==> src/batched_broadcast_matmul_macros.svh <==
// assertion macros for the batched broadcast matmul block
// no dependencies; included by the controller and the datapath
`ifndef BATCHED_BROADCAST_MATMUL_MACROS_SVH
`define BATCHED_BROADCAST_MATMUL_MACROS_SVH
`ifndef SYNTHESIS
// same-cycle implication
`define BBM_ASSERT_IMP(label, clk, rst, ante, cons, msg) \
   label: assert property (@(posedge clk) disable iff (rst) (ante) |-> (cons)) \
      else $error(msg);
// next-cycle implication
`define BBM_ASSERT_NEXT(label, clk, rst, ante, cons, msg) \
   label: assert property (@(posedge clk) disable iff (rst) (ante) |=> (cons)) \
      else $error(msg);
`else
`define BBM_ASSERT_IMP(label, clk, rst, ante, cons, msg)
`define BBM_ASSERT_NEXT(label, clk, rst, ante, cons, msg)
`endif
`endif

==> src/bbm_pkg.sv <==
// shared constants, codes and controller/datapath structs of the batched matmul
// no dependencies
package bbm_pkg;

   localparam int MAX_MATRIX_SIDE = 16;
   localparam int MAX_BATCH       = 4;
   localparam int BATCH_DIMS      = 2;

   localparam int IDX_W   = 12;
   localparam int VAL_W   = 32;
   localparam int KIND_W  = 2;
   localparam int STS_W   = 2;
   localparam int BATCH_W = 3;
   localparam int SIDE_W  = 5;
   localparam int CSR_W   = 3;
   localparam int STORE_DEPTH = 1 << IDX_W;
   localparam int POS_W   = $clog2(MAX_MATRIX_SIDE);
   localparam int COORD_W = (MAX_BATCH > 1) ? $clog2(MAX_BATCH) : 1;
   localparam int CNT_W   = $clog2((MAX_MATRIX_SIDE > IDX_W) ? MAX_MATRIX_SIDE : IDX_W);
   localparam logic [CNT_W-1:0] DIV_LAST = CNT_W'(IDX_W - 1);

   typedef enum logic [KIND_W-1:0] {
      KIND_WRITE_A = 2'd0,
      KIND_WRITE_B = 2'd1,
      KIND_COMPUTE = 2'd2
   } kind_type;

   typedef enum logic [STS_W-1:0] {
      STATUS_OK           = 2'd0,
      STATUS_BAD_BATCH    = 2'd1,
      STATUS_OUT_OF_RANGE = 2'd2
   } status_type;

   typedef enum logic [CSR_W-1:0] {
      CSR_A_OUTER = 3'd0,
      CSR_A_INNER = 3'd1,
      CSR_B_OUTER = 3'd2,
      CSR_B_INNER = 3'd3,
      CSR_ROWS_M  = 3'd4,
      CSR_INNER_K = 3'd5,
      CSR_COLS_N  = 3'd6
   } csr_index_type;

   typedef enum logic [1:0] {
      DIV_COL   = 2'd0,
      DIV_ROW   = 2'd1,
      DIV_BATCH = 2'd2
   } div_phase_type;

   typedef struct packed {
      logic          accept;
      logic          prep;
      logic          check;
      logic          div_init;
      logic          div_step;
      logic          div_capture;
      div_phase_type div_phase;
      logic          adr0;
      logic          adr1;
      logic          adr2;
      logic          mac_issue;
      logic          rsp_load;
   } bbm_cmd_type;

   typedef struct packed {
      logic             bad_batch;
      logic             out_of_range;
      logic [CNT_W-1:0] k_last;
      logic             pipe_busy;
      logic             out_full;
   } bbm_sts_type;

endpackage

==> src/bbm_ctrl.sv <==
// controller state machine: sequences check, index division, address build,
// multiply-accumulate and result load; depends on bbm_pkg and the macros
`include "batched_broadcast_matmul_macros.svh"
module bbm_ctrl import bbm_pkg::*; (
   input  logic              clock,
   input  logic              reset,
   input  logic              req_valid,
   input  logic [KIND_W-1:0] req_kind,
   output logic              req_ready,
   input  bbm_sts_type       sts,
   output bbm_cmd_type       cmd
);

   typedef enum logic [10:0] {
      ST_IDLE     = 11'b000_0000_0001,
      ST_PREP     = 11'b000_0000_0010,
      ST_CHECK    = 11'b000_0000_0100,
      ST_DIV      = 11'b000_0000_1000,
      ST_DIV_NEXT = 11'b000_0001_0000,
      ST_ADR0     = 11'b000_0010_0000,
      ST_ADR1     = 11'b000_0100_0000,
      ST_ADR2     = 11'b000_1000_0000,
      ST_MAC      = 11'b001_0000_0000,
      ST_DRAIN    = 11'b010_0000_0000,
      ST_RESULT   = 11'b100_0000_0000
   } state_type;

   state_type        state_ff, state_in;
   logic [CNT_W-1:0] cnt_ff, cnt_in;
   div_phase_type    phase_ff, phase_in;

   always_comb begin
      state_in      = state_ff;
      cnt_in        = cnt_ff;
      phase_in      = phase_ff;
      cmd           = '0;
      cmd.div_phase = phase_ff;
      req_ready     = 1'b0;
      unique case (state_ff)
         ST_IDLE: begin
            req_ready  = 1'b1;
            cmd.accept = req_valid;
            if (req_valid && req_kind == KIND_COMPUTE) state_in = ST_PREP;
         end
         ST_PREP: begin
            cmd.prep = 1'b1;
            state_in = ST_CHECK;
         end
         ST_CHECK: begin
            cmd.check = 1'b1;
            if (sts.bad_batch || sts.out_of_range) begin
               state_in = ST_RESULT;
            end else begin
               cmd.div_init = 1'b1;
               phase_in     = DIV_COL;
               cnt_in       = '0;
               state_in     = ST_DIV;
            end
         end
         ST_DIV: begin
            cmd.div_step = 1'b1;
            if (cnt_ff == DIV_LAST) begin
               cnt_in   = '0;
               state_in = ST_DIV_NEXT;
            end else begin
               cnt_in = cnt_ff + CNT_W'(1);
            end
         end
         ST_DIV_NEXT: begin
            cmd.div_capture = 1'b1;
            if (phase_ff == DIV_BATCH) begin
               state_in = ST_ADR0;
            end else begin
               phase_in = (phase_ff == DIV_COL) ? DIV_ROW : DIV_BATCH;
               state_in = ST_DIV;
            end
         end
         ST_ADR0: begin
            cmd.adr0 = 1'b1;
            state_in = ST_ADR1;
         end
         ST_ADR1: begin
            cmd.adr1 = 1'b1;
            state_in = ST_ADR2;
         end
         ST_ADR2: begin
            cmd.adr2 = 1'b1;
            cnt_in   = '0;
            state_in = ST_MAC;
         end
         ST_MAC: begin
            cmd.mac_issue = 1'b1;
            if (cnt_ff == sts.k_last) begin
               cnt_in   = '0;
               state_in = ST_DRAIN;
            end else begin
               cnt_in = cnt_ff + CNT_W'(1);
            end
         end
         ST_DRAIN: begin
            if (!sts.pipe_busy) state_in = ST_RESULT;
         end
         ST_RESULT: begin
            // wait for the output register to free up
            if (!sts.out_full) begin
               cmd.rsp_load = 1'b1;
               state_in     = ST_IDLE;
            end
         end
         default: state_in = ST_IDLE;
      endcase
   end

   always_ff @(posedge clock) begin
      if (reset) begin
         state_ff <= ST_IDLE;
         cnt_ff   <= '0;
         phase_ff <= DIV_COL;
      end else begin
         state_ff <= state_in;
         cnt_ff   <= cnt_in;
         phase_ff <= phase_in;
      end
   end

   `BBM_ASSERT_IMP(a_load_when_free, clock, reset, cmd.rsp_load, !sts.out_full, "result loaded into an occupied output register")
   `BBM_ASSERT_NEXT(a_compute_starts, clock, reset, cmd.accept && req_kind == KIND_COMPUTE, state_ff == ST_PREP, "accepted compute transaction did not start")

endmodule

==> config.mk <==
export PLATFORM = sky130hd
export DESIGN_NAME = bbm_ctrl
export DESIGN_NICKNAME = d
export VERILOG_FILES = /design/src/bbm_pkg.sv /design/src/bbm_ctrl.sv
export VERILOG_INCLUDE_DIRS = /design/src /design/src/src
export SDC_FILE = /design/constraint.sdc
export NUM_CORES = 1
export LEC_CHECK = 0
export BUFFER_PORTS_ARGS = -buffer_cell sky130_fd_sc_hd__clkbuf_2
export CELL_PAD_IN_SITES_DETAIL_PLACEMENT = 1
export CELL_PAD_IN_SITES_GLOBAL_PLACEMENT = 2
export CORE_UTILIZATION = 31
export CTS_BUF_LIST = sky130_fd_sc_hd__clkbuf_8
export DETAILED_ROUTE_END_ITERATION = 10
export PLACE_DENSITY = 0.77
export SLEW_MARGIN = 0
export SYNTH_ARGS = -nofsm -noshare
export SYNTH_HDL_FRONTEND = slang
export SYNTH_SLANG_ARGS = --single-unit
export TNS_END_PERCENT = 20
==> constraint.sdc <==
create_clock -name clock -period 2.6 [get_ports clock]
set_clock_uncertainty 0.15 [all_clocks]
set_input_delay 0 -clock clock [delete_from_list [all_inputs] [get_ports clock]]
set_output_delay 0 -clock clock [all_outputs]
set_load 0.1 [all_outputs]
==> After elaboration in Yosys (flattened, before gate mapping) <==
Index checks and enable logic that the tools add are counted.
W data, S select, Z words.
{ "word_totals": {"ff_bits": 17, "inputBits": 13, "out_inout_bits": 14, "elab_cells": 63} }
{ "op_classes": {"addsub": 1, "n_eq_ne": 22, "n_mux": 29, "reduce_logical": 8} }
{ "op_table": {"columns": ["op", "count"], "rows": [
  ["$pmux W11 S11", 1],
  ["$mux W11", 6],
  ["$pmux W4 S4", 1],
  ["$ne A2 B2 Y1 const B", 7],
  ["$mux W1", 12],
  ["$mux W4", 3],
  ["$eq A11 B1 Y1 const B", 1],
  ["$eq A11 B10 Y1 const B", 1],
  ["$eq A11 B11 Y1 const B", 1],
  ["$eq A11 B2 Y1 const B", 1],
  ["$eq A11 B3 Y1 const B", 1],
  ["$eq A11 B4 Y1 const B", 1],
  ["$eq A11 B5 Y1 const B", 1],
  ["$eq A11 B6 Y1 const B", 1],
  ["$eq A11 B7 Y1 const B", 1],
  ["$eq A11 B8 Y1 const B", 1],
  ["$eq A11 B9 Y1 const B", 1],
  ["$mux W2", 4],
  ["$mux W6", 1],
  ["$reduce_and A5 Y1", 1],
  ["$add A4 B1 Y4 const B", 1],
  ["$eq A2 B2 Y1 const B", 2],
  ["$eq A4 B4 Y1", 1],
  ["$eq A4 B4 Y1 const B", 1],
  ["other kinds (8)", 8]
]} }

==> Depth between registers and ports, before layout <==
{ "depth": {"depth_word": 4, "depth_mapped": 8, "ltp_nobuf": 6} }

==> Worst setup path before layout <==
OpenSTA, ideal clock, no wires.
{ "synth_path": {"path_type": "flip-flop to output port", "start": "register state_ff[7]", "end": "output cmd[9] (netlist name)", "arrival_ns": 5.231, "t_required_ns": 2.450, "setup_slack_ns": -2.781, "stages_incl_launch_ff": 6, "n_path_buf": 1, "cell_sequence": "dfxtp_1 -> or4_1 -> buf_2 -> nor4_1 -> nand2_1 -> inv_1"} }
{ "synth_rtl": {"columns": ["item", "line", "source"], "rows": [
  ["from (decl)", "bbm_ctrl.sv:28", "state_type state_ff, state_in;"],
  ["from (signal assigned)", "bbm_ctrl.sv:120", "state_ff <= state_in;"],
  ["to (decl)", "bbm_ctrl.sv:11", "output bbm_cmd_type cmd"]
]} }

==> flow_summary.toml <==
[clock_network]
cts_buffers = 3
cts.sinks = 17
cts_tree = "yes"
htreeDepth = 1
cts_buffer_depth = 2
root_buffer = "clkbuf_8"
path_clk_slew_ns = 0.07
cts_setup_buffers = 0
clock_latency_ns = 0.25

[timing]
worst-slew-pin-transition_ns = 0.590
timing.fmax_ghz = 0.403
setup_viol = 0
rsz0062_at_grt = "false"
finalHoldViolCount = 0
relSlewSlack = 0.601
fin_crit_sh = 0.956
tns_ns = 0
post-route-min-period_ns = 2.48
report.final.slew_viol_count = 0

[power]
peakVddDrop_mv = 0.186
powerDensity_nw_per_um2 = 488
power_leakage_nw = 0.571

[run_status]
status = "finished, final reports clean"

[route]
dr_total_vias = 1095
drtIter0Drc = 48
drc = 0
wl_microns = 3070
routedWlPerCell_microns = 14.8
avgViaCountPerCell = 5.26
dr.pass1.iters = 4
drtAntennaViolNets = 0

[yosys]
synth-edff-count = 0
synth_cells = 135
synth_top_area_frac = 0.314
avgSynthCellArea_sq_um = 8.02
syn_nets = 149
synth-seq-cells = 17
ys_seq_area_frac = 0.314
synth_top_cells_by_area = "dfxtp_1 31%, nand3b_1 5.5%, xnor2_1 4.0%"
syn_area_sq_um = 1080
yosys_warnings = 0
yosys.cell_count.top_type = "dfxtp_1"
yosys_most_used_dff = "dfxtp_1"
synth_cell_types = 41
postSynth.asyncResetShare = 0
yosys.area.top_type = "dfxtp_1"
synth_common_cells = "17 x dfxtp_1, 11 x nor2_1, 8 x inv_1, 8 x nand3b_1, 7 x nand2_1"

[setup_path]
reg2reg_to = "state_ff[6]"
timing.reg2reg.setup_slack_ns = 0.24
critPathKind = "flop to output port"
arrival_ns = 2.33
endpoint_kind = "output port"
cp_max_fo = 7
rr_worst_depth = 5
setup.worst_path.start_class = "flop"
crit_required_ns = 2.45
rr_startpoint = "state_ff[4]"

[global_route]
grt_pass1_wl_microns = 5020
grt_pass1_vias = 1109
grt_overflow = 0
grt_max_degree = 16
grt_usage = 0.186
antenna_found_initial = 0

[finish]
diodes = 0
area_growth_syn_to_layout_pct = 30.2
fill_cells = 414
drive_gt1_frac = 0.315
multi_input_area_sq_um = 727
finalNetCount = 177
ff_latch_area_sq_um = 343
stdcell_area_sq_um = 1410

[floorplan]
pin_count = 27
core.rowCount = 21
die_w_microns = 61.1
core_sq_um = 3340
start_util = 0.324
die_area_sq_um = 3730
die_height_microns = 61.1

[placement]
portBuffers = 26
place_congestion = 0.805
hpwl_microns = 2450
place_area_sq_um = 1350

[worst_hold_path]
whs_endpoint = "cnt_ff[0]"
holdCritPathClass = "input pin to flop"
whs_path_depth = 2
hp-start = "reset"

[run]
drv_cap = 0
[registers in the layout (all words and copies together), names as in the netlist]
| signal | cells |
|---|---|
| cnt_ff | 4 |
| state_ff | 11 |
| phase_ff | 2 |
[cells by family (layout without fill, tap and decap cells)]
logic type,Yosys count,after routing,share of synthesized area
adders and majority gates,1,1,0.0116
AOI/OAI and AO/OA,21,21,0.140
xor gates and xnor gates,7,7,0.0566
muxes,1,1,0.00925
DFF,17,17,0.314
and+or+nand+nor,74,74,0.417
buffers and inverters,14,41,0.0509
[report_power, final]
part | internal (mW) | switching (mW)
combinational | 0.0750 | 0.144
sequential | 0.268 | 0.00816
clock | 0.105 | 0.0879
total | 0.447 | 0.240
[per-layer routing]
layer / global-route usage / vias up / part of all wire
li1: - / 541 / -
met1: 0.242 / 522 / 0.47
met2: 0.311 / 28 / 0.47
met3: 0.0168 / 4 / 0.046
met4: 0.0877 / 0 / 0.017
met5: 0 / - / 0
[how the worst max path moves through the flow]
stage,startpoint,end,slack [ns]
2_1_floorplan,state_ff[6],cnt_ff[2],-0.36
3_3_place_gp,state_ff[6],state_ff[6],0.15
3_5_place_dp,state_ff[4],state_ff[6],0.12
4_1_cts,state_ff[4],cmd[12],0.11
5_1_grt,state_ff[4],cmd[12],0.03
6_report,state_ff[4],cmd[12],0.12
[placed cells by master, fill, tap and decap left out, drive strengths merged, types with 2 or more instances in the layout]
master	netlist	layout
o21ai	6	6
nor2b	4	4
nor3	5	5
clkbuf	4	25
nor2	12	12
nand4	3	3
or3b	2	2
or3	3	3
a21oi	5	5
or4	3	3
nor3b	2	2
or2	2	2
nand3b	8	8
buf	2	6
inv	8	8
nand3	4	4
xnor2	5	5
nor4	5	5
nand2	7	7
nand2b	4	4
xor2	2	2
and2	2	2
dfxtp	17	17
and3	6	6
[metrics by stage]
stage / instances / util / worst slack (ns) / total power [mW] / hold slack (ns)
6_report: 208 / 0.422 / 0.116 / 0.688 / 0.0197
5_1_grt: 208 / 0.422 / 0.0308 / 0.723 / 0.0298
4_1_cts: 208 / 0.421 / 0.107 / 0.697 / 0.00474
3_5_place_dp: 203 / 0.403 / 0.117 / 0.499 / 0.129
3_3_place_gp: 203 / 0.403 / 0.154 / 0.497 / 0.125
2_1_floorplan: 135 / - / -0.358 / 0.425 / -0.00955
[repair_timing]
| action | in CTS | in global routing |
|---|---|---|
| endpoints found under the hold margin | 1 | 0 |
| hold buffers | 1 | 0 |
| setup endpoints to repair | 1 | 1 |
| gates resized for setup | 1 | 1 |
[layout make-up]
type / count / share of cell area
tap: 46 / 0.0409
inverter: 8 / 0.0240
clock buffer: 3 / 0.0293
timing repair buffer: 29 / 0.144
clock inverter: 1 / 0.00266
sequential: 17 / 0.243
multi-input combinational: 104 / 0.516
[critical path: stages, from the launching register on]
cell and delay (ns):
dfxtp_1 0.37, or4_4 0.60, or4_1 0.58, inv_1 0.16
and2_2 0.19, buf_12 0.17
No activity file was read; power rests on OpenSTA's default activity.
